<file path="config.mk">
export PLATFORM = sky130hd
export DESIGN_NAME = level_crossing_gate_controller
export DESIGN_NICKNAME = d
export VERILOG_FILES = /design/src/rtl/lcgc_pkg.sv /design/src/rtl/lcgc_gate_ctrl.sv /design/src/rtl/lcgc_arm.sv /design/src/rtl/lcgc_light.sv /design/src/rtl/level_crossing_gate_controller.sv
export VERILOG_INCLUDE_DIRS = /design/src /design/src/rtl
export SDC_FILE = /design/constraint.sdc
export NUM_CORES = 1
export LEC_CHECK = 0
export ABC_AREA = 1
export BUFFER_PORTS_ARGS = -buffer_cell sky130_fd_sc_hd__buf_4
export CORE_ASPECT_RATIO = 0.9
export CORE_MARGIN = 2
export CORE_UTILIZATION = 25
export DETAILED_ROUTE_END_ITERATION = 6
export MAX_ROUTING_LAYER = met4
export SETUP_SLACK_MARGIN = 0.15
export SYNTH_ARGS = -nofsm -noshare
export SYNTH_HDL_FRONTEND = slang
export SYNTH_SLANG_ARGS = --single-unit
</file>
<file path="constraint.sdc">
create_clock -name clk_i -period 5.2 [get_ports clk_i]
set_input_delay 0.52 -clock clk_i [delete_from_list [all_inputs] [get_ports clk_i]]
set_output_delay 0.52 -clock clk_i [all_outputs]
set_load 0.02 [all_outputs]
</file>
<file path="src/rtl/level_crossing_gate_controller_assert.svh">
// Assertion macros for the crossing controller RTL.
`ifndef LEVEL_CROSSING_GATE_CONTROLLER_ASSERT_SVH
`define LEVEL_CROSSING_GATE_CONTROLLER_ASSERT_SVH

// Consequent must hold in the same cycle as the antecedent.
`define LCGC_ASSERT_NOW(label, ante, cons, msg) \
  label: assert property (@(posedge clk_i) disable iff (!rst_ni) (ante) |-> (cons)) \
    else $error(msg);

// Consequent must hold in the cycle after the antecedent.
`define LCGC_ASSERT_NEXT(label, ante, cons, msg) \
  label: assert property (@(posedge clk_i) disable iff (!rst_ni) (ante) |=> (cons)) \
    else $error(msg);

`endif

</file>
<file path="src/rtl/lcgc_pkg.sv">
package lcgc_pkg;

  localparam int unsigned NUM_ARMS = 4;

  typedef logic [6:0] lcgc_angle_t;

  // Arm order, also the bit position of each arm's raise command.
  localparam int unsigned ARM_RN = 0;
  localparam int unsigned ARM_RS = 1;
  localparam int unsigned ARM_LN = 2;
  localparam int unsigned ARM_LS = 3;

  localparam logic [3:0] RAISE_RN  = 4'b0001;
  localparam logic [3:0] RAISE_RS  = 4'b0010;
  localparam logic [3:0] RAISE_LN  = 4'b0100;
  localparam logic [3:0] RAISE_LS  = 4'b1000;
  localparam logic [3:0] RAISE_ALL = 4'b1111;

  localparam logic [4:0]  COUNT_MAX   = 5'd20;
  localparam lcgc_angle_t ANGLE_RESET = 7'd90;

  // External gate phase codes.
  localparam logic [2:0] PHASE_CODE_OPEN      = 3'd0;
  localparam logic [2:0] PHASE_CODE_ENTERING  = 3'd1;
  localparam logic [2:0] PHASE_CODE_CLOSEWAIT = 3'd2;
  localparam logic [2:0] PHASE_CODE_CLOSED    = 3'd3;
  localparam logic [2:0] PHASE_CODE_REOPEN    = 3'd4;
  localparam logic [2:0] PHASE_CODE_FAULT     = 3'd5;

  // External light codes.
  localparam logic [1:0] LIGHT_GREEN = 2'd0;
  localparam logic [1:0] LIGHT_AMBER = 2'd1;
  localparam logic [1:0] LIGHT_RED   = 2'd2;

  // Configuration register indexes.
  localparam logic [2:0] CFG_RAMP_STEP        = 3'd0;
  localparam logic [2:0] CFG_OPEN_ANGLE       = 3'd1;
  localparam logic [2:0] CFG_FAULT_TIMEOUT    = 3'd2;
  localparam logic [2:0] CFG_CLOSE_WAIT       = 3'd3;
  localparam logic [2:0] CFG_LIGHT_DELAY      = 3'd4;
  localparam logic [2:0] CFG_OPEN_THRESHOLD   = 3'd5;
  localparam logic [2:0] CFG_CLOSED_THRESHOLD = 3'd6;

  typedef struct packed {
    lcgc_angle_t ramp_step;
    lcgc_angle_t open_angle;
    logic [4:0]  fault_timeout;
    logic [4:0]  close_wait;
    logic [2:0]  light_delay;
    lcgc_angle_t open_threshold;
    lcgc_angle_t closed_threshold;
  } lcgc_cfg_t;

  localparam lcgc_cfg_t CFG_RESET = '{
    ramp_step:        7'd10,
    open_angle:       7'd90,
    fault_timeout:    5'd12,
    close_wait:       5'd4,
    light_delay:      3'd4,
    open_threshold:   7'd80,
    closed_threshold: 7'd10
  };

  typedef struct packed {
    logic train_entered;
    logic train_exited;
  } lcgc_in_t;

  typedef struct packed {
    lcgc_angle_t angle_right_north;
    lcgc_angle_t angle_right_south;
    lcgc_angle_t angle_left_north;
    lcgc_angle_t angle_left_south;
    logic [1:0]  light_code;
    logic [2:0]  gate_phase_out;
    logic        alarm_out;
  } lcgc_out_t;

  // Next-tick view of the gate chart.
  typedef struct packed {
    logic [3:0] raise;
    logic [2:0] phase_code;
    logic       alarm;
  } lcgc_gate_t;

endpackage

</file>
<file path="src/rtl/lcgc_gate_ctrl.sv">
module lcgc_gate_ctrl (
  input  logic              clk_i,
  input  logic              rst_ni,
  input  logic              adv_i,
  input  logic              first_i,
  input  logic              ent_i,
  input  logic              ext_i,
  input  lcgc_pkg::lcgc_cfg_t cfg_i,
  input  logic              all_open_i,
  input  logic              all_closed_i,
  output lcgc_pkg::lcgc_gate_t gate_o
);
  import lcgc_pkg::*;

  typedef enum logic [5:0] {
    PH_OPEN      = 6'b000001,
    PH_ENTERING  = 6'b000010,
    PH_CLOSEWAIT = 6'b000100,
    PH_CLOSED    = 6'b001000,
    PH_REOPEN    = 6'b010000,
    PH_FAULT     = 6'b100000
  } lcgc_phase_e;

  lcgc_phase_e phase_q, phase_d, last_q, last_d;
  logic [4:0]  tick_q, tick_d, tick_inc;
  logic [3:0]  raise_q, raise_d;
  logic        alarm_q, alarm_d;

  assign tick_inc = (tick_q < COUNT_MAX) ? tick_q + 5'd1 : COUNT_MAX;

  always_comb begin
    phase_d = phase_q;
    last_d  = last_q;
    tick_d  = tick_q;
    raise_d = raise_q;
    alarm_d = alarm_q;
    if (first_i) begin
      phase_d = PH_OPEN;
      raise_d = RAISE_ALL;
      last_d  = PH_OPEN;
      alarm_d = 1'b0;
    end else begin
      case (phase_q)
        PH_CLOSED: begin
          raise_d = raise_q & ~(RAISE_LN | RAISE_RS);
          if (ext_i) begin
            phase_d = PH_REOPEN;
            raise_d = RAISE_ALL;
            last_d  = PH_REOPEN;
            tick_d  = '0;
            alarm_d = 1'b0;
          end else begin
            tick_d = tick_inc;
          end
        end
        PH_REOPEN: begin
          raise_d = RAISE_ALL;
          if (all_open_i) begin
            phase_d = PH_OPEN;
            last_d  = PH_OPEN;
            alarm_d = 1'b0;
          end else if (tick_q > cfg_i.fault_timeout) begin
            phase_d = PH_FAULT;
            alarm_d = 1'b1;
          end else begin
            tick_d = tick_inc;
          end
        end
        PH_OPEN: begin
          raise_d = RAISE_ALL;
          if (ent_i) begin
            phase_d = PH_ENTERING;
            raise_d = RAISE_ALL & ~(RAISE_LS | RAISE_RN);
            last_d  = PH_ENTERING;
            tick_d  = '0;
            alarm_d = 1'b0;
          end
        end
        PH_FAULT: begin
          // Recovery depends on where the fault came from; a fault raised
          // while reopening has no way out.
          if (last_q == PH_ENTERING && all_closed_i) begin
            phase_d = PH_CLOSEWAIT;
            tick_d  = '0;
            last_d  = PH_CLOSEWAIT;
            alarm_d = 1'b0;
          end else if (last_q == PH_CLOSED && ext_i) begin
            phase_d = PH_REOPEN;
            raise_d = RAISE_ALL;
            last_d  = PH_REOPEN;
            tick_d  = '0;
            alarm_d = 1'b0;
          end else begin
            alarm_d = 1'b1;
          end
        end
        PH_CLOSEWAIT: begin
          if (tick_q > cfg_i.close_wait) begin
            phase_d = PH_CLOSED;
            raise_d = raise_q & ~(RAISE_LN | RAISE_RS);
            tick_d  = '0;
            last_d  = PH_CLOSED;
            alarm_d = 1'b0;
          end else begin
            tick_d = tick_inc;
          end
        end
        default: begin
          raise_d = raise_q & ~(RAISE_LS | RAISE_RN);
          if (tick_q > cfg_i.fault_timeout) begin
            phase_d = PH_FAULT;
            alarm_d = 1'b1;
          end else if (all_closed_i) begin
            phase_d = PH_CLOSEWAIT;
            tick_d  = '0;
            last_d  = PH_CLOSEWAIT;
            alarm_d = 1'b0;
          end else begin
            tick_d = tick_inc;
          end
        end
      endcase
    end
  end

  always_comb begin
    case (phase_d)
      PH_OPEN:      gate_o.phase_code = PHASE_CODE_OPEN;
      PH_CLOSEWAIT: gate_o.phase_code = PHASE_CODE_CLOSEWAIT;
      PH_CLOSED:    gate_o.phase_code = PHASE_CODE_CLOSED;
      PH_REOPEN:    gate_o.phase_code = PHASE_CODE_REOPEN;
      PH_FAULT:     gate_o.phase_code = PHASE_CODE_FAULT;
      default:      gate_o.phase_code = PHASE_CODE_ENTERING;
    endcase
  end

  assign gate_o.raise = raise_d;
  assign gate_o.alarm = alarm_d;

  always_ff @(posedge clk_i or negedge rst_ni) begin
    if (!rst_ni) begin
      phase_q <= PH_OPEN;
      last_q  <= PH_OPEN;
      tick_q  <= '0;
      raise_q <= '0;
      alarm_q <= 1'b0;
    end else if (adv_i) begin
      phase_q <= phase_d;
      last_q  <= last_d;
      tick_q  <= tick_d;
      raise_q <= raise_d;
      alarm_q <= alarm_d;
    end
  end

endmodule

</file>
<file path="src/rtl/lcgc_arm.sv">
module lcgc_arm (
  input  logic                clk_i,
  input  logic                rst_ni,
  input  logic                adv_i,
  input  logic                raise_i,
  input  lcgc_pkg::lcgc_cfg_t cfg_i,
  output lcgc_pkg::lcgc_angle_t angle_o
);
  import lcgc_pkg::*;

  lcgc_angle_t angle_q, angle_d, diff;
  logic [7:0]  sum;
  logic        below_zero;

  assign sum        = {1'b0, angle_q} + {1'b0, cfg_i.ramp_step};
  assign below_zero = angle_q < cfg_i.ramp_step;
  assign diff       = angle_q - cfg_i.ramp_step;

  // Step toward open or closed, then clamp to [0, open_angle].
  always_comb begin
    if (raise_i) begin
      angle_d = (sum > {1'b0, cfg_i.open_angle}) ? cfg_i.open_angle : sum[6:0];
    end else if (below_zero) begin
      angle_d = '0;
    end else begin
      angle_d = (diff > cfg_i.open_angle) ? cfg_i.open_angle : diff;
    end
  end

  assign angle_o = angle_d;

  always_ff @(posedge clk_i or negedge rst_ni) begin
    if (!rst_ni) begin
      angle_q <= ANGLE_RESET;
    end else if (adv_i) begin
      angle_q <= angle_d;
    end
  end

endmodule

</file>
<file path="src/rtl/lcgc_light.sv">
module lcgc_light (
  input  logic                clk_i,
  input  logic                rst_ni,
  input  logic                adv_i,
  input  logic                first_i,
  input  logic                ent_i,
  input  logic                ext_i,
  input  lcgc_pkg::lcgc_cfg_t cfg_i,
  input  lcgc_pkg::lcgc_angle_t [lcgc_pkg::NUM_ARMS-1:0] angles_i,
  output logic [1:0]          light_code_o,
  output logic                all_open_o
);
  import lcgc_pkg::*;

  typedef enum logic [3:0] {
    LT_GREEN       = 4'b0001,
    LT_AMBER_DELAY = 4'b0010,
    LT_RED         = 4'b0100,
    LT_AMBER_OPEN  = 4'b1000
  } lcgc_light_e;

  lcgc_light_e phase_q, phase_d;
  logic [2:0]  count_q, count_d;
  logic        all_open_q, all_open_d;
  logic        arms_open;

  always_comb begin
    arms_open = 1'b1;
    for (int i = 0; i < NUM_ARMS; i++) begin
      arms_open = arms_open & (angles_i[i] >= cfg_i.open_threshold);
    end
  end

  always_comb begin
    phase_d    = phase_q;
    count_d    = count_q;
    all_open_d = all_open_q;
    if (first_i) begin
      phase_d = LT_GREEN;
    end else begin
      case (phase_q)
        LT_GREEN: begin
          if (ent_i) begin
            phase_d = LT_AMBER_DELAY;
            count_d = '0;
          end
        end
        LT_RED: begin
          if (ext_i) begin
            phase_d = LT_AMBER_OPEN;
          end
        end
        LT_AMBER_DELAY: begin
          if (count_q >= cfg_i.light_delay) begin
            phase_d = LT_RED;
          end else begin
            count_d = count_q + 3'd1;
          end
        end
        default: begin
          // The all-open flag is sticky until reset.
          if (arms_open) begin
            phase_d    = LT_GREEN;
            all_open_d = 1'b1;
          end
        end
      endcase
    end
  end

  always_comb begin
    case (phase_d)
      LT_GREEN: light_code_o = LIGHT_GREEN;
      LT_RED:   light_code_o = LIGHT_RED;
      default:  light_code_o = LIGHT_AMBER;
    endcase
  end

  assign all_open_o = all_open_q;

  always_ff @(posedge clk_i or negedge rst_ni) begin
    if (!rst_ni) begin
      phase_q    <= LT_GREEN;
      count_q    <= '0;
      all_open_q <= 1'b0;
    end else if (adv_i) begin
      phase_q    <= phase_d;
      count_q    <= count_d;
      all_open_q <= all_open_d;
    end
  end

endmodule

</file>
<file path="src/rtl/level_crossing_gate_controller.sv">
// A tick accepted into the input register moves into the result register when the
// result slot frees up, and its result can transfer from there.
// Throughput: one tick per clock while results are not stalled; the input and result
// registers let a new tick enter while a finished result still waits to be taken.
// Reset (asynchronous, active low) restores the configuration defaults, all arms
// at 90 degrees, gate phase open, light green and all flags clear.
module level_crossing_gate_controller (
  input  logic               clk_i,
  input  logic               rst_ni,
  input  logic               in_valid_i,
  output logic               in_stall_o,
  input  lcgc_pkg::lcgc_in_t in_data_i,
  output logic               out_valid_o,
  input  logic               out_stall_i,
  output lcgc_pkg::lcgc_out_t out_data_o,
  input  logic               cfg_valid_i,
  output logic               cfg_ready_o,
  input  logic [2:0]         cfg_index_i,
  input  logic [6:0]         cfg_data_i
);
  import lcgc_pkg::*;

  `include "level_crossing_gate_controller_assert.svh"

  lcgc_cfg_t   cfg_q, cfg_d;
  lcgc_in_t    in_q;
  lcgc_out_t   out_q, out_d;
  logic        in_valid_q, in_valid_d;
  logic        out_valid_q, out_valid_d;
  logic        started_q;
  logic        all_closed_q, all_closed_d;
  logic        advance, out_free, in_xfer, first;
  logic        all_open;
  lcgc_gate_t  gate;
  lcgc_angle_t [NUM_ARMS-1:0] angles;
  logic [1:0]  light_code;

  // The tick in the input register moves on when the result slot frees up.
  assign out_free   = !out_valid_q || !out_stall_i;
  assign advance    = in_valid_q && out_free;
  assign in_stall_o = in_valid_q && !out_free;
  assign in_xfer    = in_valid_i && !in_stall_o;
  assign first      = !started_q;

  assign in_valid_d  = in_xfer ? 1'b1 : (advance ? 1'b0 : in_valid_q);
  assign out_valid_d = advance ? 1'b1 : (out_stall_i ? out_valid_q : 1'b0);

  assign cfg_ready_o = 1'b1;

  always_comb begin
    cfg_d = cfg_q;
    if (cfg_valid_i) begin
      case (cfg_index_i)
        CFG_RAMP_STEP:        cfg_d.ramp_step        = cfg_data_i;
        CFG_OPEN_ANGLE:       cfg_d.open_angle       = cfg_data_i;
        CFG_FAULT_TIMEOUT:    cfg_d.fault_timeout    = cfg_data_i[4:0];
        CFG_CLOSE_WAIT:       cfg_d.close_wait       = cfg_data_i[4:0];
        CFG_LIGHT_DELAY:      cfg_d.light_delay      = cfg_data_i[2:0];
        CFG_OPEN_THRESHOLD:   cfg_d.open_threshold   = cfg_data_i;
        CFG_CLOSED_THRESHOLD: cfg_d.closed_threshold = cfg_data_i;
        default:              cfg_d = cfg_q;
      endcase
    end
  end

  lcgc_gate_ctrl u_gate (
    .clk_i        (clk_i),
    .rst_ni       (rst_ni),
    .adv_i        (advance),
    .first_i      (first),
    .ent_i        (in_q.train_entered),
    .ext_i        (in_q.train_exited),
    .cfg_i        (cfg_q),
    .all_open_i   (all_open),
    .all_closed_i (all_closed_q),
    .gate_o       (gate)
  );

  for (genvar g = 0; g < NUM_ARMS; g++) begin : g_arm
    lcgc_arm u_arm (
      .clk_i   (clk_i),
      .rst_ni  (rst_ni),
      .adv_i   (advance),
      .raise_i (gate.raise[g]),
      .cfg_i   (cfg_q),
      .angle_o (angles[g])
    );
  end

  lcgc_light u_light (
    .clk_i        (clk_i),
    .rst_ni       (rst_ni),
    .adv_i        (advance),
    .first_i      (first),
    .ent_i        (in_q.train_entered),
    .ext_i        (in_q.train_exited),
    .cfg_i        (cfg_q),
    .angles_i     (angles),
    .light_code_o (light_code),
    .all_open_o   (all_open)
  );

  // Sampled from the right-north and left-south arms for the next tick.
  assign all_closed_d = (angles[ARM_RN] < cfg_q.closed_threshold) &&
                        (angles[ARM_LS] < cfg_q.closed_threshold);

  always_comb begin
    out_d.angle_right_north = angles[ARM_RN];
    out_d.angle_right_south = angles[ARM_RS];
    out_d.angle_left_north  = angles[ARM_LN];
    out_d.angle_left_south  = angles[ARM_LS];
    out_d.light_code        = light_code;
    out_d.gate_phase_out    = gate.phase_code;
    out_d.alarm_out         = gate.alarm;
  end

  always_ff @(posedge clk_i or negedge rst_ni) begin
    if (!rst_ni) begin
      cfg_q        <= CFG_RESET;
      in_valid_q   <= 1'b0;
      out_valid_q  <= 1'b0;
      started_q    <= 1'b0;
      all_closed_q <= 1'b0;
    end else begin
      cfg_q       <= cfg_d;
      in_valid_q  <= in_valid_d;
      out_valid_q <= out_valid_d;
      if (advance) begin
        started_q    <= 1'b1;
        all_closed_q <= all_closed_d;
      end
    end
  end

  always_ff @(posedge clk_i) begin
    if (in_xfer) begin
      in_q <= in_data_i;
    end
    if (advance) begin
      out_q <= out_d;
    end
  end

  assign out_valid_o = out_valid_q;
  assign out_data_o  = out_q;

  `LCGC_ASSERT_NEXT(a_advance_fills_out, advance, out_valid_q, "advanced tick left no result")
  `LCGC_ASSERT_NOW(a_alarm_only_in_fault, out_valid_q && out_q.alarm_out,
    out_q.gate_phase_out == PHASE_CODE_FAULT, "alarm raised outside the fault phase")
  `LCGC_ASSERT_NOW(a_stall_needs_backlog, in_stall_o,
    in_valid_q && out_valid_q && out_stall_i, "input stalled without a backlog")
  `LCGC_ASSERT_NEXT(a_first_tick_open, advance && !started_q,
    out_q.gate_phase_out == PHASE_CODE_OPEN && !out_q.alarm_out, "first tick not open")

endmodule

</file>
Yosys cells after proc, flatten, opt, wreduce, memory -nomap -nowiden
Index checks and enable logic that the tools add are counted.

word-level totals
  memories = 0
  logic and storage cells = 213
  RAM bits = 0
  latch bits = 0
  flip-flop bits (word level) = 139
  output and inout bits = 37
  memory bits (read-only) = 0

operators by class
  shift operators = 0
  equality and inequality tests = 38
  magnitude comparators = 22
  multipliers = 0
  multiplexer cells = 81
  add/subtract/negate cells = 10
  bitwise gates (word level) = 4
  reductions and logical operators = 26
  divide/modulo/power cells = 0

operator list
  kind                count
  $mux 6              19
  $mux 7              16
  $pmux 6 s5          2
  $mux 5              10
  $lt 7x7->1          6
  $mux 4              10
  $add 7x7->8         4
  $gt 8x7->1          4
  $ge 7x7->1          4
  $gt 7x7->1          4
  $sub 7x7->7         4
  $pmux 5 s5          1
  $pmux 4 s5          1
  $eq 6x4->1 const B  3
  $pmux 3 s5          1
  $mux 1              14
  $reduce_and 2->1    7
  $eq 6x1->1 const B  2
  $eq 6x3->1 const B  2
  $eq 6x5->1 const B  2
  $eq 6x6->1 const B  2
  $pmux 4 s3          1
  $gt 5x5->1          2
  $ne 2x2->1 const B  5
  other kinds (35)    55

Depth between registers and ports, before layout
  word-level depth = 16
  mapped depth = 38
  mapped depth without buffers = 36

Modules after synthesis
From an unflattened synthesis, not the netlist that was laid out.

second synthesis, totals
  cell total of the unflattened synthesis = 1806
  area, all modules = 13091.3 µm²

modules (own cells, without submodules)
  module                          instances  cells each  area each (µm²)
  lcgc_arm (g_arm[1].u_arm ...)   2          258         1642.8
  level_crossing_gate_controller  1          266         3205.6
  lcgc_gate_ctrl                  1          292         1916.8
  lcgc_arm (g_arm[3].u_arm)       1          261         1677.9
  lcgc_arm (g_arm[0].u_arm)       1          258         1634.1
  lcgc_light                      1          213         1371.3

Least setup slack after synthesis
No wires, ideal clock.

  kind = flip-flop to flip-flop
  start = register cfg_q[35] in the netlist's numbering
  end = register out_q, in the netlist out_data_o[4] (data pin)
  slack = 486 ps
  library setup time = 252 ps
  arrival = 4461 ps
  clock period less this slack = 4714 ps
  required time = 4948 ps
  cell stages (with the launch flop) = 37
  buffers on the path = 1
  cell sequence = dfstp_2 inv_1 ha_1 nor2_1 o21ai_0 nand2_1 nand2_1 nand2_1 a21oi_1 or2_2 nand2_1 inv_1 ha_1 nand2_1 inv_1 nand2_1 nand2_1 nand2_1 nand2_1 nand2_1 nand2_1 clkbuf_1 nand2_1 o21ai_0 nand2_1 and2_1 ha_1 nand2_1 o21a_1 o211ai_1 nand4_1 nand2_1 nand2_1 nand3_1 nand2_1 nand2_1 nand2_1

RTL lines
  item                      RTL line                               source
  start: declaration        level_crossing_gate_controller.sv:25   lcgc_cfg_t cfg_q, cfg_d;
  start signal: assignment  level_crossing_gate_controller.sv:125  cfg_q <= cfg_d;
  end signal: assignment    level_crossing_gate_controller.sv:140  out_q <= out_d;
  end: declaration          level_crossing_gate_controller.sv:27   lcgc_out_t out_q, out_d;

==> out/qor.txt <==
Sequential Area: 0.00368 sq mm
H-tree depth: 4
post-detail-place hpwl: 29500 um
Post-synth top flop: dfrtp_1
async set-or-reset flop fraction in the synthesized netlist: 73.9%
most frequent CP cell: nand2_1
Fillers: 4858
Mapped Nets: 1746
total number of yosys warnings: 0
CP required: 5.40 ns
synthesis-to-layout area growth: 30.8%
Max Fanout on Critical Path: 5
worst skew pair latency: 0.44 ns
DR vias: 11500
commonest cells after routing, fill and taps aside: nand2_1, inv_1, buf_4, ha_1, o21ai_0
Achievable Freq: 201 MHz
core region area: 0.0465 sq mm
Cell Area, Synth: 0.0117 sq mm
final hold viol count: 0
TritonCTS clock tree: built
gr usage total: 16.8%
synth top area cells: ha_1, dfrtp_1, nand2_1
Row Count: 75
initial antenna violation count: 0
routability cong.: 0.980
WL per Instance: 17.0 um
ant diodes: 0
width of the die: 232 um
Antenna Nets Post-Route: 0
Worst slew margin: 33.8%
final net count: 1935
Port-buffer cells: 52
Synth cell types: 53
status: complete, but fails checks
Iter 0 DRT Violations: 963
final worst path period need: 4.97 ns
global-route wire length before repair: 61400 um
post-synthesis register bit count: 138
crit share post-route: 95.6%
die area: 0.0486 sq mm
multi-input logic area: 0.00790 sq mm
worst slew pin tran: 0.994 ns
top-area cell type share of the netlist area: 17.8%
RSZ-0062 raised after global routing: yes
clock sink count: 138
DP Cell Count: 2280
setup TNS: 0 ns
# IOs: 54
Critical Path Max Stage Delay: 0.55 ns
DRC violations left: 1
Die H: 209 um
CTS Buf Count: 17
startpoint types: flip-flop
largest net degree at the start of global routing: 75
CTS max path bufs: 2
Worst-path clk slew: 0.07 ns
wirelength, routed: 40300 um
CP Data Arrival Time: 5.17 ns
failing checks: design-rule violations
CTS root buf: clkbuf_16
grt total ovfl: 0
largest area contributor in the netlist: ha_1
layout cell share with drive strength beyond 1: 25.3%
routed vias/inst: 4.83
fin cells: 2372
# setup viols final: 0
Slowest-stage cell, CP: dfstp_2
synthesized instance count: 1554
drt pass-1 iters: 7
critical path type: flip-flop to flip-flop
Synth Area per Inst: 7.54 sq um
Initial Util: 25.2%
Setup Skew: 0.0185 ns
Critical Path End Type: flip-flop
final core utilization: 33.0%
EDFF count, synth: 36
max-slew violation count: 0
Max Cap Viol: 0
vias in the first global route: 11000
sequential cell area fraction in the yosys report: 31.4%
commonest non-fill, non-tap cell in the layout: nand2_1
worst hold path type: input pin to async pin
## critical path: cells and delay by family (launching register included)
family / cells / cell delay, ns
flip-flops: 1 / 0.55
adder cells (fa/ha/maj): 3 / 0.93
AO/OA/AOI/OAI: 8 / 1.33
XOR/XNOR: 1 / 0.24
AND/OR/NAND/NOR: 11 / 1.13
buffers and inverters: 4 / 0.57
## cells in the mapped netlist, types with 10 or more instances
master    instances
nor2_1           81
nand4_1          27
o21ai_0         142
nand3_1          95
a21oi_1          96
xor2_1           30
o22ai_1          11
clkbuf_1         19
inv_1           219
dfrtp_1          69
dfstp_2          33
ha_1            167
a31oi_1          13
o211ai_1         10
nand2_1         389
edfxtp_1         36
## logic make-up (layout without fill, tap and decap cells)
group | Yosys count | in the layout | synth area share (%)
AND/OR/NAND/NOR | 631 | 633 | 23.2
other | 1 | 1 | 0.0320
XOR/XNOR | 35 | 35 | 2.62
flip-flops | 138 | 138 | 31.4
adder cells (fa/ha/maj) | 175 | 175 | 19.2
buffers and inverters | 256 | 456 | 8.48
AO/OA/AOI/OAI | 318 | 318 | 15.1
## layout make-up
class / instances / area share (%)
Inverter: 228 / 5.79
Multi-Input combinational cell: 1162 / 51.5
Clock inverter: 12 / 0.874
Sequential cell: 138 / 24.0
Tap cell: 616 / 5.03
Timing Repair Buffer: 196 / 9.80
Clock buffer: 20 / 2.99
## stage by stage
stage / setup slack [ns] / hold slack, ns / cell area, sq um
after floorplan: 0.486 / 0.224 / 11700
after global placement: -0.340 / 0.466 / 13400
after detailed placement: -0.359 / 0.474 / 13400
final: 0.226 / 0.247 / 15300
after global routing: -0.0845 / 0.238 / 15300
after CTS: 0.153 / 0.241 / 14300
## registers in the layout (all words and copies together), names as in the netlist
signal / count
all_closed_q: 1
out_data_o: 34
u_light.phase_q: 4
in_q: 2
u_gate.phase_q: 6
started_q: 1
out_valid_o: 1
cfg_q: 41
in_valid_q: 1
u_gate.last_q: 5
g_arm.u_arm.angle_q: 28
u_light.all_open_o: 1
u_light.count_q: 3
u_gate.tick_q: 5
u_gate.alarm_q: 1
u_gate.raise_q: 4
## worst paths after layout
| kind | start | endpoint | slack (ns) | cells after the start |
|---|---|---|---|---|
| min reg2reg | cfg_q[9]$_DFFE_PN0P_ | cfg_q[9]$_DFFE_PN0P_ | 0.49 | 2 |
| max | cfg_q[37]$_DFFE_PN1P_ | out_data_o[4]$_DFFE_PP_ | 0.23 | 27 |
| max reg2reg | cfg_q[37]$_DFFE_PN1P_ | out_data_o[4]$_DFFE_PP_ | 0.23 | 27 |
| min in group clk_i | in_data_i[0] | in_q[0]$_DFFE_PP_ | 0.26 | 1 |
| min | rst_ni | g_arm[2].u_arm.angle_q[5]$_DFFE_PN0P_ | 0.25 | 1 |
| max in group asynchronous | rst_ni | cfg_q[19]$_DFFE_PN1P_ | 3.86 | 2 |
## timing repair
action	in CTS	in global routing
cloned	1	2
pin swaps	11	82
endpoints found under the setup margin	7	8
buffers inserted	22	35
hold buffers	0	0
gates resized for setup	34	198
## routing by layer
metal | GRT usage, % | part of all wire (%) | vias to the layer above | wire [um]
met5 | - | 0 | - | 0
met4 | 4.97 | 2.3 | 0 | 930
met3 | 2.62 | 5.9 | 62 | 2370
met2 | 24.9 | 44 | 350 | 17800
met1 | 23.4 | 48 | 5464 | 19200
li1 | - | - | 5579 | -
Power is not shown: default switching activity piles up to over one toggle a cycle in this logic, so the estimate is an artifact.
